### config.mk
export PLATFORM = sky130hd
export DESIGN_NAME = salc_ram
export DESIGN_NICKNAME = d
export VERILOG_FILES = /design/src/hdl/salc_ram.sv
export SDC_FILE = /design/constraint.sdc
export NUM_CORES = 1
export LEC_CHECK = 0
export CORE_UTILIZATION = 50
export DETAILED_ROUTE_END_ITERATION = 10
export DONT_BUFFER_PORTS = 1
export PLACE_DENSITY = 0.67
export SETUP_SLACK_MARGIN = 0.1
export SYNTH_ARGS = -nofsm -noshare
export SYNTH_HDL_FRONTEND = slang
export SYNTH_SLANG_ARGS = --single-unit
### constraint.sdc
create_clock -name clk -period 1.65 [get_ports clk]
set_clock_uncertainty 0.15 [all_clocks]
set_input_delay 0.33 -clock clk [delete_from_list [all_inputs] [get_ports clk]]
set_output_delay 0.33 -clock clk [all_outputs]
set_load 0.01 [all_outputs]
### src/hdl/salc_ram.sv
module salc_ram #(
  parameter int WIDTH  = 8,
  parameter int DEPTH  = 2,
  parameter int ADDR_W = 1
) (
  input  logic              clk,
  input  logic              we,
  input  logic [ADDR_W-1:0] waddr,
  input  logic [WIDTH-1:0]  wdata,
  input  logic              re,
  input  logic [ADDR_W-1:0] raddr,
  output logic [WIDTH-1:0]  rdata
);

  logic [WIDTH-1:0] mem [DEPTH];

  always_ff @(posedge clk) begin
    if (we) begin
      mem[waddr] <= wdata;
    end
    if (re) begin
      rdata <= mem[raddr];
    end
  end

endmodule

# Word-level counts from Yosys, hierarchy flattened
# Memory sizes are Yosys's and may differ from the RTL's. A register that Yosys moved wholly into a read port is not among the register bits.
# Index checks and enable logic that the tools add are counted.
# totals
input_bits	13
mem_bits_ro	0
word_cells	3
latch_bits	0
mem_bits_rw	16
memories	1
ff_bits	0
output_inout_bits	8
# memory_table
memory	depth	width	read_ports	rd_ports_with_merged_regs	write_ports	line	text
mem	2	8	1	1	1	15	logic [WIDTH-1:0] mem [DEPTH];
# op_classes
multipliers	0
muxes	2
eq_ne	0
n_reduce_logical	0
bitwise_logic	0
div_mod_pow	0
shift	0
n_addsub	0
order_cmp	0
# op_table
operator	n
1-bit two-way mux	2

# Depth between registers and ports, before layout
# Gate-level depths: netlist of run 1.
# logic_depth
depth_word	2
ltp_mapped	2
depth_no_buf	1

# Worst setup path after synthesis of run 1
# No wires, ideal clock.
# synth_timing
kind	input to register
startpoint	in we
endpoint	mem mem[0][0] (enable)
setup_time_ns	0.373
arrival_time_ns	0.750
required_time_ns	1.127
path_buffers	0
stages	1
setup_slack_ns	0.377
cell_sequence	nor2b_1
# synth_via
elab_chain_cells	2
# synth_rtl
item	line	text
start, declared	7	input logic we,
1-bit two-way mux	18	if (we) begin
1-bit two-way mux (not written as such)	19	mem[waddr] <= wdata;
end, declared	15	
# Every way passes these cells.

# Worst setup path in the final report of run 1
# layout_timing
startpoint	reg rdata[6] (read register of mem)
endpoint	out rdata[6]
# layout_lines
item	line	text
start, declared	12	output logic [WIDTH-1:0] rdata
# No word-level cell between the ends.

==> results.toml, run 1 <==
[cts]
h-tree-depth = 1
clk_path_buf_depth = 2
clk_pin_slew_worst_paths_ns = 0.12
numCtsBuffers = 3
clk_latency_ns = 0.30
ctsResizeCount = 0
clock-sinks = 24
cts_tree = "built"
clock-root-buffer = "clkbuf_4"

[timing]
maxSlewViolCount = 0
fin_crit_sh_pct = 74.2
setup_tns_ns = 0
maxSlewHeadroom_pct = 75.4
max_freq_mhz = 817
period_needed_ns = 1.22
hold_viol_final = 0
worst_slack_ns = 0.426
rsz0062_at_grt = "no"
worstMarginPinSlew_ns = 0.369
setup_viol_count_final = 0

[floorplanning]
die_h_um = 43.6
pin_count = 21
placeableCoreArea_um2 = 1560
die_w_um = 43.6
rows = 14
die_area_um2 = 1900
initial_core_util_pct = 55.5

[synth]
postSynthAreaPerCell_um2 = 24.7
synth_nets = 48
seq_area_frac_synth_pct = 83.4
synth_seq_cells = 24
yosys-top-cells-area = "edfxtp_1, mux2_4, buf_6, and2_1, nor2b_1"
ys_warn_count = 0
synth.largest_area_cell = "edfxtp_1"
synth_top_area_share_pct = 83.4
yosysUniqueCellTypes = 5
synth_area_um2 = 865
synth_cells = 35

[finish]
layout_common_cells = "edfxtp_1, dlygate4sd3_1, mux2_4"
drive_above_1_share_pct = 27.1
stdcell_area_um2 = 1020
final_nets = 62
area_growth_syn_to_layout_pct = 18.4
layoutNonFillerInstCount = 64
fillers = 93
diodes = 0
final_common_cell = "edfxtp_1"
utilization_pct = 65.7

[global_routing]
antenna_found_initial = 0
track_usage_pct = 10.8
grt_max_degree = 15
grt_pass1_vias = 333
grt_pass1_wl_mm = 1.39
grt_overflow = 0

[place]
numPortBuffers = 0
dpl_cell_area_um2 = 881
dp_cells = 51
gp_congestion = 0.659
dp_slack_ns = 0.472

[setup_path]
arrival_ns = 0.74
worst-path-max-fanout = 1
r2r_end = "rdata[6]"
r2r_start = "mem[1][6]"
worst_setup_path_end_kind = "primary output"
critical_path_required_ns = 1.17
cp-start-kind = "flip-flop"
r2r_slack_ns = 0.61
cp.depth = 0
path_class = "reg -> out"
rr_worst_depth = 1

[routing]
num_vias = 348
drc_errors = 3
routed_wl_um = 889
drtIter0Drc = 5
wl_per_cell_um = 13.9
firstDrtPassIters = 6
viasPerCell = 5.44
ant_nets = 0

[flow_run]
max-cap-violations = 0

[hold_path]
min_to = "rdata[4]"
hold_path_class = "in -> reg"
whs_path_depth = 1
min_from = "raddr"

[power]
peakVddDrop_mv = 0.747
p_leak_nw = 0.370
p_per_area_nw_per_um2 = 1180

[run_status]
violations = "design-rule violations"
status = "complete, but fails checks"
==> metrics by stage <==
stage | power [mW] | hold WS (ns)
2_1_floorplan | 0.792 | 0.279
3_3_place_gp | 0.792 | 0.279
3_5_place_dp | 0.796 | 0.279
4_1_cts | 1.21 | 0.0956
5_1_grt | 1.25 | 0.0804
6_report | 1.21 | 0.101
==> metal layers <==
layer,global-route usage [%],up-vias,share of wire [%]
met4,7.50,0,1.1
met3,2.50,2,4.6
met2,18.8,16,53
met5,0,-,0
met1,11.6,163,41
li1,-,167,-
==> state kept, by name (all words and copies together), names as in the netlist <==
name and flops:
rdata 8, mem 16
==> report_power, final <==
part           switching (mW)  internal (mW)
combinational          0.0192         0.0433
sequential             0.0187          0.720
clock                   0.158          0.245
total                   0.196           1.01
==> Yosys cell counts <==
cell	n
edfxtp_1	24
and2_1	1
mux2_4	8
buf_6	1
nor2b_1	1
==> cell type report <==
cell class	instances	area (um^2)	area share [%]
Sequential cell	24	721	70.4
Multi-Input combinational cell	10	133	13.0
Timing Repair Buffer	10	97.6	9.54
Clock inverter	1	30.0	2.93
Clock buffer	3	22.5	2.20
Tap cell	16	20.0	1.96
==> worst max path at each step <==
stage | startpoint | endpoint
after floorplan | we | mem[0][0]
after detailed placement | waddr | mem[1][4]
final | rdata[6] | rdata[6]
after CTS | rdata[6] | rdata[6]
after global routing | rdata[6] | rdata[6]
after global placement | waddr | mem[1][4]
==> repair_timing <==
action,CTS,global route
hold buffers,9,0
setup buffers,0,0
endpoints found under the hold margin,24,0
==> cell families (layout without fill, tap and decap cells) <==
| kind of cell | count (synthesis) | in the layout | share of synthesized area [%] |
|---|---|---|---|
| buf+inv | 1 | 14 | 1.30 |
| simple gates | 2 | 2 | 1.45 |
| flops | 24 | 24 | 83.4 |
| mux | 8 | 8 | 13.9 |
No activity file was read; power rests on OpenSTA's default activity.
==> run 2: changes to the inputs <==
- PLACE_DENSITY: 0.67 -> 0.7
- clock period: 1.65 -> 1 ns (I/O delays scaled with it)
==> results.toml, run 2 (synthesis gave the netlist of run 1 again) <==
[run_status]
status = "complete, but fails checks"
violations = "design-rule violations, negative hold slack, negative setup slack"

[routing]
num_vias = 337
ant_nets = 0
firstDrtPassIters = 7
routed_wl_um = 914
viasPerCell = 5.52
drc_errors = 4
wl_per_cell_um = 15.0
drtIter0Drc = 9

[power]
p_per_area_nw_per_um2 = 1720
p_leak_nw = 0.352
peakVddDrop_mv = 1.08

[floorplanning]
placeableCoreArea_um2 = 1560
die_area_um2 = 1900
die_h_um = 43.6
die_w_um = 43.6
pin_count = 21
rows = 14
initial_core_util_pct = 55.5

[timing]
setup_tns_ns = -0.935
fin_crit_sh_pct = 109
max_freq_mhz = 920
maxSlewViolCount = 0
period_needed_ns = 1.09
hold_viol_final = 24
holdWs_ns = -0.145
worstMarginPinSlew_ns = 0.244
setup_viol_count_final = 16
rsz0062_at_grt = "yes"
worst_slack_ns = -0.0872
maxSlewHeadroom_pct = 83.7

[setup_path]
worst-path-max-fanout = 1
path_class = "reg -> out"
arrival_ns = 0.74
cp-start-kind = "flip-flop"
critical_path_required_ns = 0.65
worst_setup_path_end_kind = "primary output"

[cts]
h-tree-depth = 1
clk_path_buf_depth = 2
cts_setup_buffers = 0
clk_pin_slew_worst_paths_ns = 0.11
ctsResizeCount = 0
cts_tree = "built"
numCtsBuffers = 3
clock-root-buffer = "clkbuf_4"
postCtsHoldBufs = 8
clk_latency_ns = 0.29
clock-sinks = 24

[finish]
ff_latch_area_um2 = 721
multiInputGateArea_um2 = 141
drive_above_1_share_pct = 28.9
layout_common_cells = "edfxtp_1, mux2_4, dlygate4sd3_1"
layoutNonFillerInstCount = 61
diodes = 0
largestRegisters = "mem x16, rdata x8"
regMostFlops = "mem"
final_nets = 60
fillers = 105
largest_reg_flops = 16
area_growth_syn_to_layout_pct = 13.9
final_common_cell = "edfxtp_1"

[global_routing]
use_met2_pct = 17.0
track_usage_pct = 10.6
antenna_found_initial = 0
met1_usage_pct = 11.2
grt_pass1_vias = 343
globalRouteMet3Util_pct = 4.17
top_usage_layer = "met2"
grt_pass1_wl_mm = 1.35
grt_max_degree = 13
grt_overflow = 0

[place]
dp_cells = 50
dp_slack_ns = -0.0390
numPortBuffers = 0
gp_congestion = 0.613

[flow_run]
max-cap-violations = 0

[hold_path]
hold_path_class = "in -> reg"
[run 2: routing by layer]
metal  part of all wire [%]  wire length, um
met5                      0                0
met4                      0                0
met3                    8.4               77
met2                     50              453
met1                     42              383
[run 2: worst paths after layout]
check	cells after the start	from	slack, ns	endpoint
setup reg to reg	1	mem[0][7]	-0.06	rdata[7]
setup / recovery	0	rdata[5]	-0.09	rdata[5]
hold reg to reg	1	mem[1][6]	0.41	rdata[6]
hold / removal	0	re	-0.14	rdata[4]
[run 2: layout make-up]
cell class              instances  area share (%)
multi-input cells              10            14.4
flip-flops and latches         24            73.2
repair buffers                  8            8.13
clock buffers                   3            2.29
well taps                      16            2.03
[run 2: where the power goes]
part / internal [mW] / total [mW] / switching (mW)
Clock: 0.140 / 0.382 / 0.242
Sequential: 1.19 / 1.22 / 0.0312
Combinational: 0.0692 / 0.0960 / 0.0268
Total: 1.40 / 1.70 / 0.300
[run 2: stage by stage]
stage	util, %	power (mW)	area (um^2)
after global placement	56.6	1.31	882
after CTS	63.2	1.72	985
after global routing	63.2	1.76	985
after floorplan	-	1.31	882
final	63.2	1.70	985
after detailed placement	56.6	1.31	882
